<file path="src/design/civ_pkg.sv">
// Shared types, constants and reply tables for the CI-V frame responder.
`timescale 1ns / 1ps

package civ_pkg;

    // Frame geometry
    localparam int FRAME_LEN   = 11;
    localparam int REPLY_LEN   = 17;
    localparam int QUEUE_DEPTH = 2;
    localparam int QPTR_W      = $clog2(QUEUE_DEPTH);
    localparam int QCNT_W      = $clog2(QUEUE_DEPTH + 1);
    localparam int IDX_W       = $clog2(REPLY_LEN);

    // Protocol bytes
    localparam logic [7:0] PREAMBLE      = 8'hFE;
    localparam logic [7:0] END_OF_MSG    = 8'hFD;
    localparam logic [7:0] CMD_READ_FREQ = 8'h03;
    localparam logic [7:0] CMD_SET_FREQ  = 8'h05;
    localparam logic [7:0] CMD_SET_MODE  = 8'h06;

    // Address register reset values
    localparam logic [7:0] RADIO_ADDR_RST = 8'h70;
    localparam logic [7:0] CTRL_ADDR_RST  = 8'hE0;

    // Frame lengths being gathered
    localparam logic [3:0] SHORT_TARGET = 4'd6;
    localparam logic [3:0] MODE_TARGET  = 4'd10;
    localparam logic [3:0] SET_TARGET   = 4'd11;

    // Configuration register indexes
    localparam logic REG_RADIO_ADDR = 1'b0;
    localparam logic REG_CTRL_ADDR  = 1'b1;

    typedef enum logic {
        JOB_FREQ_QUERY,
        JOB_FREQ_SET
    } job_kind_t;

    // One pending reply: echoed frame plus the frequency to report
    typedef struct packed {
        job_kind_t                  kind;
        logic [FRAME_LEN-1:0][7:0]  frame;
        logic [31:0]                freq;
    } reply_job_t;

    // Fixed frequency reply, 11 bytes
    function automatic logic [7:0] freq_reply_byte(input logic [3:0] idx);
        logic [7:0] b;
        case (idx)
            4'd0:    b = 8'hFE;
            4'd1:    b = 8'hFE;
            4'd2:    b = 8'hE0;
            4'd3:    b = 8'h70;
            4'd4:    b = 8'h03;
            4'd5:    b = 8'h04;
            4'd6:    b = 8'h32;
            4'd7:    b = 8'h21;
            4'd8:    b = 8'h14;
            4'd9:    b = 8'h00;
            4'd10:   b = 8'hFD;
            default: b = 8'h00;
        endcase
        return b;
    endfunction

    // Fixed OK reply, 6 bytes
    function automatic logic [7:0] ok_reply_byte(input logic [2:0] idx);
        logic [7:0] b;
        case (idx)
            3'd0:    b = 8'hFE;
            3'd1:    b = 8'hFE;
            3'd2:    b = 8'hE0;
            3'd3:    b = 8'h70;
            3'd4:    b = 8'hFB;
            3'd5:    b = 8'hFD;
            default: b = 8'h00;
        endcase
        return b;
    endfunction

    // Weight of a BCD byte (two digits) at position k: 100^k
    function automatic logic [31:0] pow100(input logic [2:0] k);
        logic [31:0] w;
        case (k)
            3'd0:    w = 32'd1;
            3'd1:    w = 32'd100;
            3'd2:    w = 32'd10000;
            3'd3:    w = 32'd1000000;
            3'd4:    w = 32'd100000000;
            default: w = 32'd0;
        endcase
        return w;
    endfunction

endpackage

</file>
<file path="src/design/civ_frame_parser.sv">
// Front end: gathers received bytes into frames, checks headers, decodes frequency.
`timescale 1ns / 1ps

module civ_frame_parser (
    input  logic               aclk,
    input  logic               aresetn,
    input  logic               s_tvalid,
    output logic               s_tready,
    input  logic [7:0]         s_tdata,      // [7:0] rx_byte
    input  logic               cfg_wr_en,
    input  logic               cfg_addr,
    input  logic [7:0]         cfg_wr_data,
    input  logic               q_full,
    output logic               push,
    output civ_pkg::reply_job_t push_job
);
    import civ_pkg::*;

    logic [7:0]               radio_addr_reg;
    logic [7:0]               ctrl_addr_reg;
    logic [FRAME_LEN-1:0][7:0] store_reg;
    logic [3:0]               count_reg, count_next;
    logic [3:0]               target_reg, target_next;
    logic [31:0]              acc_reg, acc_next;
    logic [31:0]              freq_reg, freq_next;

    logic                     accept;
    logic [3:0]               cnt_eff, tgt_eff, cnt_inc;
    logic [FRAME_LEN-1:0][7:0] frame_view;
    logic                     header_ok;
    logic [7:0]               digit_pair;
    logic [2:0]               weight_idx;
    logic [31:0]              term;
    logic [31:0]              set_freq;

    assign s_tready = !q_full;
    assign accept   = s_tvalid && !q_full;

    // Recover from an out-of-range count or target by starting a fresh frame
    always_comb begin
        if (count_reg >= 4'(FRAME_LEN) || target_reg > 4'(FRAME_LEN)) begin
            cnt_eff = '0;
            tgt_eff = SHORT_TARGET;
        end else begin
            cnt_eff = count_reg;
            tgt_eff = target_reg;
        end
        cnt_inc = cnt_eff + 4'd1;
    end

    // Frame as it stands with the incoming byte in place
    always_comb begin
        for (int i = 0; i < FRAME_LEN; i++) begin
            frame_view[i] = (cnt_eff == 4'(i)) ? s_tdata : store_reg[i];
        end
    end

    assign header_ok = (frame_view[0] == PREAMBLE) && (frame_view[1] == PREAMBLE) &&
                       (frame_view[2] == radio_addr_reg) && (frame_view[3] == ctrl_addr_reg);

    // Running BCD sum over bytes 5..9: lo + 10*hi, weighted by 100^k
    assign digit_pair = {4'b0, s_tdata[3:0]} + {1'b0, s_tdata[7:4], 3'b0}
                      + {3'b0, s_tdata[7:4], 1'b0};
    assign weight_idx = 3'(cnt_eff - 4'd5);
    assign term       = 32'(digit_pair * pow100(weight_idx));
    assign set_freq   = (s_tdata == END_OF_MSG) ? acc_reg : 32'd0;

    always_comb begin
        acc_next = acc_reg;
        if (accept && cnt_eff == 4'd5) begin
            acc_next = term;
        end else if (accept && cnt_eff > 4'd5 && cnt_eff < 4'd10) begin
            acc_next = acc_reg + term;
        end
    end

    // Frame completion and classification
    always_comb begin
        count_next     = count_reg;
        target_next    = target_reg;
        freq_next      = freq_reg;
        push           = 1'b0;
        push_job.kind  = JOB_FREQ_QUERY;
        push_job.frame = frame_view;
        push_job.freq  = freq_reg;
        if (accept) begin
            count_next  = cnt_inc;
            target_next = tgt_eff;
            if (cnt_inc >= tgt_eff) begin
                count_next  = '0;
                target_next = SHORT_TARGET;
                if (tgt_eff == SHORT_TARGET) begin
                    if (header_ok) begin
                        if (frame_view[4] == CMD_READ_FREQ) begin
                            push = (frame_view[5] == END_OF_MSG);
                        end else if (frame_view[4] == CMD_SET_FREQ) begin
                            count_next  = cnt_inc;
                            target_next = SET_TARGET;
                        end else if (frame_view[4] == CMD_SET_MODE) begin
                            count_next  = cnt_inc;
                            target_next = MODE_TARGET;
                        end
                    end
                end else if (tgt_eff == SET_TARGET) begin
                    freq_next     = set_freq;
                    push          = 1'b1;
                    push_job.kind = JOB_FREQ_SET;
                    push_job.freq = set_freq;
                end
            end
        end
    end

    // Control state and address registers
    always_ff @(posedge aclk) begin
        if (!aresetn) begin
            count_reg      <= '0;
            target_reg     <= SHORT_TARGET;
            freq_reg       <= '0;
            radio_addr_reg <= RADIO_ADDR_RST;
            ctrl_addr_reg  <= CTRL_ADDR_RST;
        end else begin
            count_reg  <= count_next;
            target_reg <= target_next;
            freq_reg   <= freq_next;
            if (cfg_wr_en && cfg_addr == REG_RADIO_ADDR) begin
                radio_addr_reg <= cfg_wr_data;
            end
            if (cfg_wr_en && cfg_addr == REG_CTRL_ADDR) begin
                ctrl_addr_reg <= cfg_wr_data;
            end
        end
    end

    // Frame bytes and partial sum
    always_ff @(posedge aclk) begin
        acc_reg <= acc_next;
        for (int i = 0; i < FRAME_LEN; i++) begin
            if (accept && cnt_eff == 4'(i)) begin
                store_reg[i] <= s_tdata;
            end
        end
    end

    a_count_range: assert property (@(posedge aclk) disable iff (!aresetn)
        count_reg < 4'(FRAME_LEN))
        else $error("byte count left frame range");
    a_target_legal: assert property (@(posedge aclk) disable iff (!aresetn)
        target_reg == SHORT_TARGET || target_reg == MODE_TARGET || target_reg == SET_TARGET)
        else $error("illegal frame target");
    a_push_on_accept: assert property (@(posedge aclk) disable iff (!aresetn)
        push |-> accept && count_next == 4'd0)
        else $error("reply pushed outside a frame end");

endmodule

</file>
<file path="src/design/civ_cmd_fifo.sv">
// Two-entry queue of pending replies between the parser and the emitter.
`timescale 1ns / 1ps

module civ_cmd_fifo (
    input  logic                aclk,
    input  logic                aresetn,
    input  logic                push,
    input  civ_pkg::reply_job_t push_job,
    output logic                full,
    input  logic                pop,
    output logic                head_valid,
    output civ_pkg::reply_job_t head_job
);
    import civ_pkg::*;

    reply_job_t          mem_reg [QUEUE_DEPTH];
    logic [QPTR_W-1:0]   wr_ptr_reg, rd_ptr_reg;
    logic [QCNT_W-1:0]   fill_reg;

    assign full       = (fill_reg == QCNT_W'(QUEUE_DEPTH));
    assign head_valid = (fill_reg != '0);
    assign head_job   = mem_reg[rd_ptr_reg];

    // Pointers and fill level
    always_ff @(posedge aclk) begin
        if (!aresetn) begin
            wr_ptr_reg <= '0;
            rd_ptr_reg <= '0;
            fill_reg   <= '0;
        end else begin
            if (push) begin
                wr_ptr_reg <= wr_ptr_reg + 1'b1;
            end
            if (pop) begin
                rd_ptr_reg <= rd_ptr_reg + 1'b1;
            end
            if (push && !pop) begin
                fill_reg <= fill_reg + 1'b1;
            end else if (pop && !push) begin
                fill_reg <= fill_reg - 1'b1;
            end
        end
    end

    // Entry storage
    always_ff @(posedge aclk) begin
        if (push) begin
            mem_reg[wr_ptr_reg] <= push_job;
        end
    end

    a_no_overflow: assert property (@(posedge aclk) disable iff (!aresetn)
        !(push && full))
        else $error("push into full reply queue");
    a_no_underflow: assert property (@(posedge aclk) disable iff (!aresetn)
        pop |-> head_valid)
        else $error("pop from empty reply queue");

endmodule

</file>
<file path="src/design/civ_reply_emitter.sv">
// Back end: walks a queued reply byte by byte into the output register.
`timescale 1ns / 1ps

module civ_reply_emitter (
    input  logic                aclk,
    input  logic                aresetn,
    input  logic                head_valid,
    input  civ_pkg::reply_job_t head_job,
    output logic                pop,
    output logic                m_tvalid,
    input  logic                m_tready,
    output logic [39:0]         m_tdata,   // [7:0] tx_byte, [39:8] current_frequency
    output logic                m_tlast    // last_byte
);
    import civ_pkg::*;

    logic [IDX_W-1:0] idx_reg;
    logic             m_tvalid_reg;
    logic [39:0]      m_tdata_reg;
    logic             m_tlast_reg;

    logic             load;
    logic             is_last;
    logic [7:0]       echo_byte;
    logic [7:0]       tx_byte;

    assign load    = head_valid && (!m_tvalid_reg || m_tready);
    assign is_last = (idx_reg == IDX_W'(REPLY_LEN - 1));
    assign pop     = load && is_last;

    // Byte selection: echo first, then the fixed reply
    always_comb begin
        echo_byte = (idx_reg < IDX_W'(FRAME_LEN)) ? head_job.frame[idx_reg[3:0]] : 8'h00;
        unique case (head_job.kind)
            JOB_FREQ_QUERY: begin
                if (idx_reg < IDX_W'(REPLY_LEN - FRAME_LEN)) begin
                    tx_byte = echo_byte;
                end else begin
                    tx_byte = freq_reply_byte(4'(idx_reg - IDX_W'(REPLY_LEN - FRAME_LEN)));
                end
            end
            JOB_FREQ_SET: begin
                if (idx_reg < IDX_W'(FRAME_LEN)) begin
                    tx_byte = echo_byte;
                end else begin
                    tx_byte = ok_reply_byte(3'(idx_reg - IDX_W'(FRAME_LEN)));
                end
            end
            default: tx_byte = 8'h00;
        endcase
    end

    // Output register and byte index
    always_ff @(posedge aclk) begin
        if (!aresetn) begin
            idx_reg      <= '0;
            m_tvalid_reg <= 1'b0;
        end else begin
            if (load) begin
                m_tvalid_reg <= 1'b1;
                idx_reg      <= is_last ? '0 : idx_reg + 1'b1;
            end else if (m_tready) begin
                m_tvalid_reg <= 1'b0;
            end
        end
    end

    always_ff @(posedge aclk) begin
        if (load) begin
            m_tdata_reg <= {head_job.freq, tx_byte};
            m_tlast_reg <= is_last;
        end
    end

    assign m_tvalid = m_tvalid_reg;
    assign m_tdata  = m_tdata_reg;
    assign m_tlast  = m_tlast_reg;

    a_idx_range: assert property (@(posedge aclk) disable iff (!aresetn)
        idx_reg < IDX_W'(REPLY_LEN))
        else $error("reply index out of range");
    a_pop_marks_last: assert property (@(posedge aclk) disable iff (!aresetn)
        pop |=> m_tvalid && m_tlast)
        else $error("reply popped without last byte shown");
    a_last_restarts: assert property (@(posedge aclk) disable iff (!aresetn)
        m_tvalid && m_tlast |-> idx_reg == '0)
        else $error("last byte shown mid-reply");

endmodule

</file>
<file path="src/design/civ_cat_frame_responder_unit.sv">
// Top level of the CI-V frame responder: parser, reply queue and emitter.
`timescale 1ns / 1ps

// Received bytes enter on s_* at up to one transfer per cycle; frames of 6, 10
// or 11 bytes are checked against the two address registers, and a valid
// frequency query or frequency set queues a 17-byte reply (echo plus fixed
// answer). Replies leave on m_* at one byte per cycle while m_tready is high,
// from a registered output stage, each carrying the stored frequency and tlast
// on its final byte. The edge that takes a frame's last byte writes the reply
// queue; the output register is then loaded from the queue head once it is
// free, and a reply holds the output until its last byte is taken.
// The reply queue holds two pending replies; s_tready drops only while it is
// full, so sustained input is limited by the emission of each reply.
// The address registers are written through cfg_wr_en / cfg_addr / cfg_wr_data,
// index 0 the radio address and index 1 the controller address. No clearing
// pass is needed after reset.
module civ_cat_frame_responder_unit (
    input  logic        aclk,
    input  logic        aresetn,
    input  logic        s_tvalid,
    output logic        s_tready,
    input  logic [7:0]  s_tdata,      // [7:0] rx_byte
    output logic        m_tvalid,
    input  logic        m_tready,
    output logic [39:0] m_tdata,      // [7:0] tx_byte, [39:8] current_frequency
    output logic        m_tlast,      // last_byte
    input  logic        cfg_wr_en,
    input  logic        cfg_addr,
    input  logic [7:0]  cfg_wr_data
);
    import civ_pkg::*;

    logic       push;
    reply_job_t push_job;
    logic       q_full;
    logic       pop;
    logic       head_valid;
    reply_job_t head_job;

    civ_frame_parser u_parser (
        .aclk        (aclk),
        .aresetn     (aresetn),
        .s_tvalid    (s_tvalid),
        .s_tready    (s_tready),
        .s_tdata     (s_tdata),
        .cfg_wr_en   (cfg_wr_en),
        .cfg_addr    (cfg_addr),
        .cfg_wr_data (cfg_wr_data),
        .q_full      (q_full),
        .push        (push),
        .push_job    (push_job)
    );

    civ_cmd_fifo u_queue (
        .aclk       (aclk),
        .aresetn    (aresetn),
        .push       (push),
        .push_job   (push_job),
        .full       (q_full),
        .pop        (pop),
        .head_valid (head_valid),
        .head_job   (head_job)
    );

    civ_reply_emitter u_emitter (
        .aclk       (aclk),
        .aresetn    (aresetn),
        .head_valid (head_valid),
        .head_job   (head_job),
        .pop        (pop),
        .m_tvalid   (m_tvalid),
        .m_tready   (m_tready),
        .m_tdata    (m_tdata),
        .m_tlast    (m_tlast)
    );

endmodule
</file>
<file path="config.mk">
export PLATFORM = sky130hd
export DESIGN_NAME = civ_cat_frame_responder_unit
export DESIGN_NICKNAME = d
export VERILOG_FILES = /design/src/design/civ_pkg.sv /design/src/design/civ_frame_parser.sv /design/src/design/civ_cmd_fifo.sv /design/src/design/civ_reply_emitter.sv /design/src/design/civ_cat_frame_responder_unit.sv
export SDC_FILE = /design/constraint.sdc
export NUM_CORES = 1
export LEC_CHECK = 0
export BUFFER_PORTS_ARGS = -buffer_cell sky130_fd_sc_hd__buf_2
export CORE_MARGIN = 4
export CORE_UTILIZATION = 55
export CTS_CLUSTER_DIAMETER = 80
export CTS_CLUSTER_SIZE = 8
export DETAILED_ROUTE_END_ITERATION = 10
export GPL_TIMING_DRIVEN = 0
export PLACE_DENSITY = 0.78
export SYNTH_ARGS = -nofsm -noshare
export SYNTH_HDL_FRONTEND = slang
export SYNTH_SLANG_ARGS = --single-unit
</file>
<file path="constraint.sdc">
create_clock -name aclk -period 11.84 [get_ports aclk]
set_clock_uncertainty 0.15 [all_clocks]
set_input_delay 1.184 -clock aclk [delete_from_list [all_inputs] [get_ports aclk]]
set_output_delay 1.184 -clock aclk [all_outputs]
set_load 0.05 [all_outputs]
</file>
==> run_results.csv, run 1 <==
group,metric,value,unit
sta,finalCriticalPeriod,10.74,ns
cts,htree_levels,3,
worst_hold_path,hp-start,"u_parser.freq_reg[29]",
die,rows,79,
layout,largest_register_ffs,242,
synthesis,synth_fp_nets,2393,
setup_path,crit_path_start,"s_tdata[3]",
drt,drtIter0Drc,2291,
setup_path,crit_fanout,15,
global_routing,use_met1,36.3,%
sta,hold_viol,0,
die,die_w,225,µm
drt,drc,0,
drt,ant_nets,0,
cts,cts_hold_buf,0,
sta,slew_headroom,20.2,%
synthesis,yosysTopAreaCell,"edfxtp_1",
power,vdd_drop_max,0.305,mV
placement,placed_area,27100,µm²
sta,layout_setup_ws,1.10,ns
global_routing,grt_max_degree,46,
setup_path,r2r_end,"u_parser.acc_reg[29]",
synthesis,synth_edf_count,403,
setup_path,end_kind,"flop",
layout,nets,2535,
placement,dp_hpwl,45.6,mm
setup_path,arrival,10.92,ns
sta,fmax,0.0931,GHz
placement,portBuffers,64,
setup_path,path_class,"in2reg",
worst_hold_path,worstHoldPathCells,2,
die,coreArea,46500,µm²
worst_hold_path,min_to,"u_parser.freq_reg[29]",
global_routing,grt_pass1_wl,99.8,mm
cts,cts_resized,0,
drt,viasPerCell,6.03,
setup_path,timing.rr.start,"u_parser.target_reg[3]",
synthesis,synth_top_area_share,46.9,%
die,dieArea,50500,µm²
sta,timing.final.max_slew_violations,0,
synthesis,synthesis.instances,2134,
layout,area.sequential,13400,µm²
cts,cts.sink_count,470,
layout,syn_to_final_growth,12.6,%
status,status,"completed",
synthesis,yosys_warnings,0,
cts,cts_setup_buffers,0,
placement,gp_congestion,0.922,
global_routing,grt.busiest_layer,"met2",
synthesis,syn-cell-area,25800,µm²
job,maxCapViolCount,0,
cts,cts_buffers,69,
synthesis,ys_ff_latch,470,
synthesis,post-synth-top-count-cell,"edfxtp_1",
worst_hold_path,min_path_type,"reg2reg",
sta,post-route-period-util,90.7,%
sta,rsz0062_at_grt,"false",
synthesis,yosys-top-cells-count,"403 x edfxtp_1, 251 x nand2_1, 197 x inv_1",
synthesis,synth_flop_cell,"edfxtp_1",
synthesis,ys_seq_area_share,52.1,%
power,leakagePower,11.7,nW
setup_path,r2r_setup_slack,1.13,ns
setup_path,r2r_cells,39,
drt,avgRoutedWirePerCell,21.9,µm
global_routing,grtUsageTotal,25.4,%
layout,fillCellCount,3428,
setup_path,cp_data_required_time,12.02,ns
layout,drive_gt1_share,13.0,%
synthesis,synth_area_leaders,"edfxtp_1 47%, fa_1 7.9%, ha_1 6.5%",
drt,routed_wirelength,64.1,mm
drt,firstDrtPassIters,5,
sta,finalSetupViolCount,0,
cts,insertion_delay,0.59,ns
power,power.total,0.00672,W
layout,multi_input_area,11400,µm²
die,initial_utilization,55.6,%
setup_path,cpMaxStageDelayCell,"clkbuf_1",
cts,clk_path_buf_depth,3,
setup_path,slowest_delay,0.61,ns
die,io_pins,65,
global_routing,met2_usage,39.5,%
sta,worstMarginPinSlew,1.20,ns
synthesis,synth.avg_cell_area,12.1,µm²
global_routing,grt_pass1_vias,17600,
drt,vias,17600,
layout,fin_area,29100,µm²
placement,dpl_worst_slack,0.611,ns
synthesis,ys_async_sr_fraction,0,%
layout,antenna_cells,0,
cts,cts_tree,"done",
global_routing,use_met3,5.40,%
die,die_h,225,µm
setup_path,crit_path_start_kind,"input pin",
global_routing,overflow,0,
cts,root_buffer,"clkbuf_16",
synthesis,ys_types,73,
setup_path,critical_path.most_common_cell,"a21oi_1",
power,p_per_area,231,nW/µm²
cts,clk_pin_slew,0.05,ns
global_routing,antenna_found_initial,2,
==> worst max-delay path: cells and delay by family <==
family,cells,cell delay [ns]
fa+ha+maj,8,3.49
compound gates,13,3.35
mux,1,0.26
xor+xnor,2,0.29
simple gates,6,1.16
buf+inv,6,1.18
==> routing by layer <==
| metal | routed length, µm | vias to the layer above |
|---|---|---|
| met2 | 29200 | 915 |
| met1 | 27100 | 8648 |
| met4 | 1760 | 2 |
| met3 | 6000 | 138 |
| li1 | - | 7922 |
| met5 | 13 | - |
==> area by class of cell <==
class	count	area share (%)
Clock buffer	100	6.41
Sequential cell	470	46.2
Multi-Input combinational cell	1385	39.1
Inverter	199	2.57
Timing Repair Buffer	71	1.61
Clock inverter	9	0.469
Buffer	80	1.05
Tap cell	607	2.61
==> layout by cell type, fill, tap and decap left out, drive strengths merged, types with 6 or more instances in the layout <==
cell,instances
buf,87
edfxtp,403
mux4,42
nand4,6
dfxtp,67
ha,135
or3,6
nand3,58
inv,203
xnor2,44
clkbuf,164
and2,16
o21ai,108
fa,102
nor2,100
mux2,76
nand2,251
nor4,8
nand2b,16
o21bai,10
mux2i,29
or2,7
xor2,42
and3,10
o21a,6
a21oi,147
nor3,11
o22ai,16
a211oi,7
a21o,40
nor2b,13
o211ai,13
==> stage by stage <==
stage,instances,setup TNS (ns),utilization [%],hold slack (ns)
6_report,2921,0,62.6,0.308
5_1_grt,2921,0,62.6,0.320
4_1_cts,2921,0,62.6,0.309
3_5_place_dp,2812,0,58.3,0.303
3_3_place_gp,2805,-231.01,57.9,0.296
2_1_floorplan,2134,0,-,0.290
==> power breakdown <==
| group | switching, W | leakage [nW] | internal, W |
|---|---|---|---|
| registers | 0.00000757 | 4.12 | 0.00193 |
| clock network | 0.000697 | 0.965 | 0.00111 |
| logic | 0.00173 | 6.58 | 0.00124 |
==> worst max-delay path by stage <==
stage	end	slack, ns	depth (start not counted)
after floorplan	u_parser.acc_reg[31]	2.28	35
after global placement	u_queue.mem_reg[1][99]	-1.15	11
after detailed placement	u_parser.acc_reg[29]	0.61	36
after CTS	u_parser.acc_reg[29]	1.20	36
after global routing	u_parser.acc_reg[31]	0.50	39
final	u_parser.acc_reg[29]	1.10	36
==> cells by family (layout without fill, tap and decap cells) <==
logic type	Yosys count	in the layout	share of synthesized area, %
flip-flops	470	470	52.1
AO/OA/AOI/OAI	397	397	9.42
buffers and inverters	279	459	4.07
multiplexers	147	147	8.12
XOR/XNOR	86	86	2.92
AND/OR/NAND/NOR	518	518	8.97
adder cells (fa/ha/maj)	237	237	14.4
No activity file was read; power rests on OpenSTA's default activity.
==> run 2: changes to the inputs <==
Settings changed: CORE_UTILIZATION 55 to 58, PLACE_DENSITY 0.78 to 0.81.
==> run_results.csv, run 2 (synthesized netlist as in run 1, its figures left out) <==
group,metric,value,unit
power,power_switching,0.00249,W
cts,cts.sink_count,470,
setup_path,arrival,11.30,ns
power,vdd_drop_max,0.291,mV
drt,ant_nets,0,
power,p_per_area,232,nW/µm²
cts,root_buffer,"clkbuf_16",
global_routing,grt_pass1_wl,103,mm
global_routing,antenna_found_initial,2,
power,intPower,0.00425,W
sta,post-route-period-util,94.0,%
cts,cts_tree,"done",
drt,drc,0,
die,coreArea,44100,µm²
sta,finalSetupViolCount,0,
layout,largest_register_ffs,242,
setup_path,crit_fanout,16,
placement,dp_hpwl,46.6,mm
cts,cts_hold_buf,0,
drt,vias,18000,
setup_path,end_kind,"flop",
power,pwr-share-comb,44.7,%
die,die_w,219,µm
power,switching_share,37.0,%
global_routing,overflow,0,
layout,area.sequential,13400,µm²
cts,clk_pin_slew,0.05,ns
power,pwr-share-clk,26.6,%
cts,insertion_delay,0.59,ns
sta,worstMarginPinSlew,1.21,ns
worst_hold_path,min_path_type,"reg2reg",
status,status,"completed",
placement,gp_congestion,0.935,
cts,cts_setup_buffers,0,
drt,avgRoutedWirePerCell,22.8,µm
sta,fmax,0.0899,GHz
sta,rsz0062_at_grt,"false",
sta,slew_headroom,19.5,%
global_routing,grt_pass1_vias,18200,
setup_path,path_class,"in2reg",
placement,dpl_worst_slack,0.367,ns
sta,hold_slack,0.309,ns
layout,multi_input_area,11400,µm²
cts,cts_buffers,68,
die,initial_utilization,58.5,%
cts,htree_levels,3,
cts,cts_resized,0,
job,maxCapViolCount,0,
layout,nets,2537,
layout,fillCellCount,3077,
drt,routed_wirelength,66.2,mm
sta,finalCriticalPeriod,11.13,ns
sta,layout_setup_ws,0.710,ns
die,die_h,219,µm
placement,portBuffers,64,
layout,antenna_cells,0,
global_routing,grtUsageTotal,27.9,%
setup_path,cp_data_required_time,12.01,ns
power,seqPwrFrac,28.7,%
layout,syn_to_final_growth,12.6,%
sta,timing.final.max_slew_violations,0,
layout,final_cell_mix,"403 x edfxtp_1, 251 x nand2_1, 196 x inv_1, 145 x a21oi_1, 135 x ha_1",
die,rows,77,
setup_path,slowest_delay,0.69,ns
cts,clk_path_buf_depth,3,
setup_path,crit_path_start_kind,"input pin",
drt,viasPerCell,6.17,
die,io_pins,65,
layout,drive_gt1_share,12.9,%
drt,firstDrtPassIters,8,
global_routing,grt_max_degree,46,
drt,drtIter0Drc,2482,
layout,mostFrequentLayoutCell,"edfxtp_1",
sta,hold_viol,0,
die,dieArea,48000,µm²
setup_path,cpMaxStageDelayCell,"clkbuf_1",
sta,setup_tns,0,ns
power,leakagePower,11.7,nW
run 2: cell types whose count changed in the layout (fill, tap and decap cells not counted), sizes merged:
cell    before  now
bufinv       1    0
inv        203  202
clkbuf     164  167
buf         87   90
clkinv       4    3
run 2: worst max-delay path: cells and delay by family:
family | cells | cell delay [ns]
buffers and inverters | 6 | 1.36
and+or+nand+nor | 7 | 1.38
xor gates and xnor gates | 2 | 0.37
adders and majority gates | 8 | 3.42
AOI/OAI and AO/OA | 14 | 3.55
run 2: area by class of cell:
type | count | share of cell area, %
buffer | 80 | 1.05
clock buffer | 103 | 6.38
clock inverter | 6 | 0.357
inverter | 199 | 2.57
multi-input combinational | 1385 | 39.0
sequential | 470 | 46.2
tap | 592 | 2.55
timing repair buffer | 74 | 1.84
run 2: power by group through the flow:
stage	logic (W)	registers, W	clock network [W]
global placement	0.00284	0.00196	0
CTS	0.00297	0.00193	0.00180
floorplan	0.00230	0.00196	0
detailed placement	0.00294	0.00196	0
global route	0.00335	0.00193	0.00188
finish	0.00302	0.00193	0.00179
run 2: layer usage:
layer  track usage [%]  wire length [µm]  vias up
met4              8.59              1840        4
li1                  -                 -     7943
met1              39.0             26300     8788
met3              5.36              7000      164
met5                 0                27        -
met2              44.9             31100     1053
run 2: worst paths after layout:
check | start | end | slack, ns | depth (start not counted)
min | u_parser.freq_reg[24] | u_parser.freq_reg[24] | 0.31 | 2
min reg2reg | u_parser.freq_reg[24] | u_parser.freq_reg[24] | 0.31 | 2
max | s_tdata[6] | u_parser.acc_reg[31] | 0.71 | 37
max reg2reg | u_parser.target_reg[3] | u_parser.acc_reg[31] | 0.90 | 40
run 2: stage by stage:
step | total power (W) | area [µm²] | utilization (%) | cells
2_1_floorplan | 0.00426 | 25800 | - | 2134
3_3_place_gp | 0.00481 | 26900 | 60.9 | 2790
3_5_place_dp | 0.00491 | 27100 | 61.5 | 2800
4_1_cts | 0.00670 | 29100 | 65.9 | 2909
5_1_grt | 0.00716 | 29100 | 65.9 | 2909
6_report | 0.00674 | 29100 | 65.9 | 2909
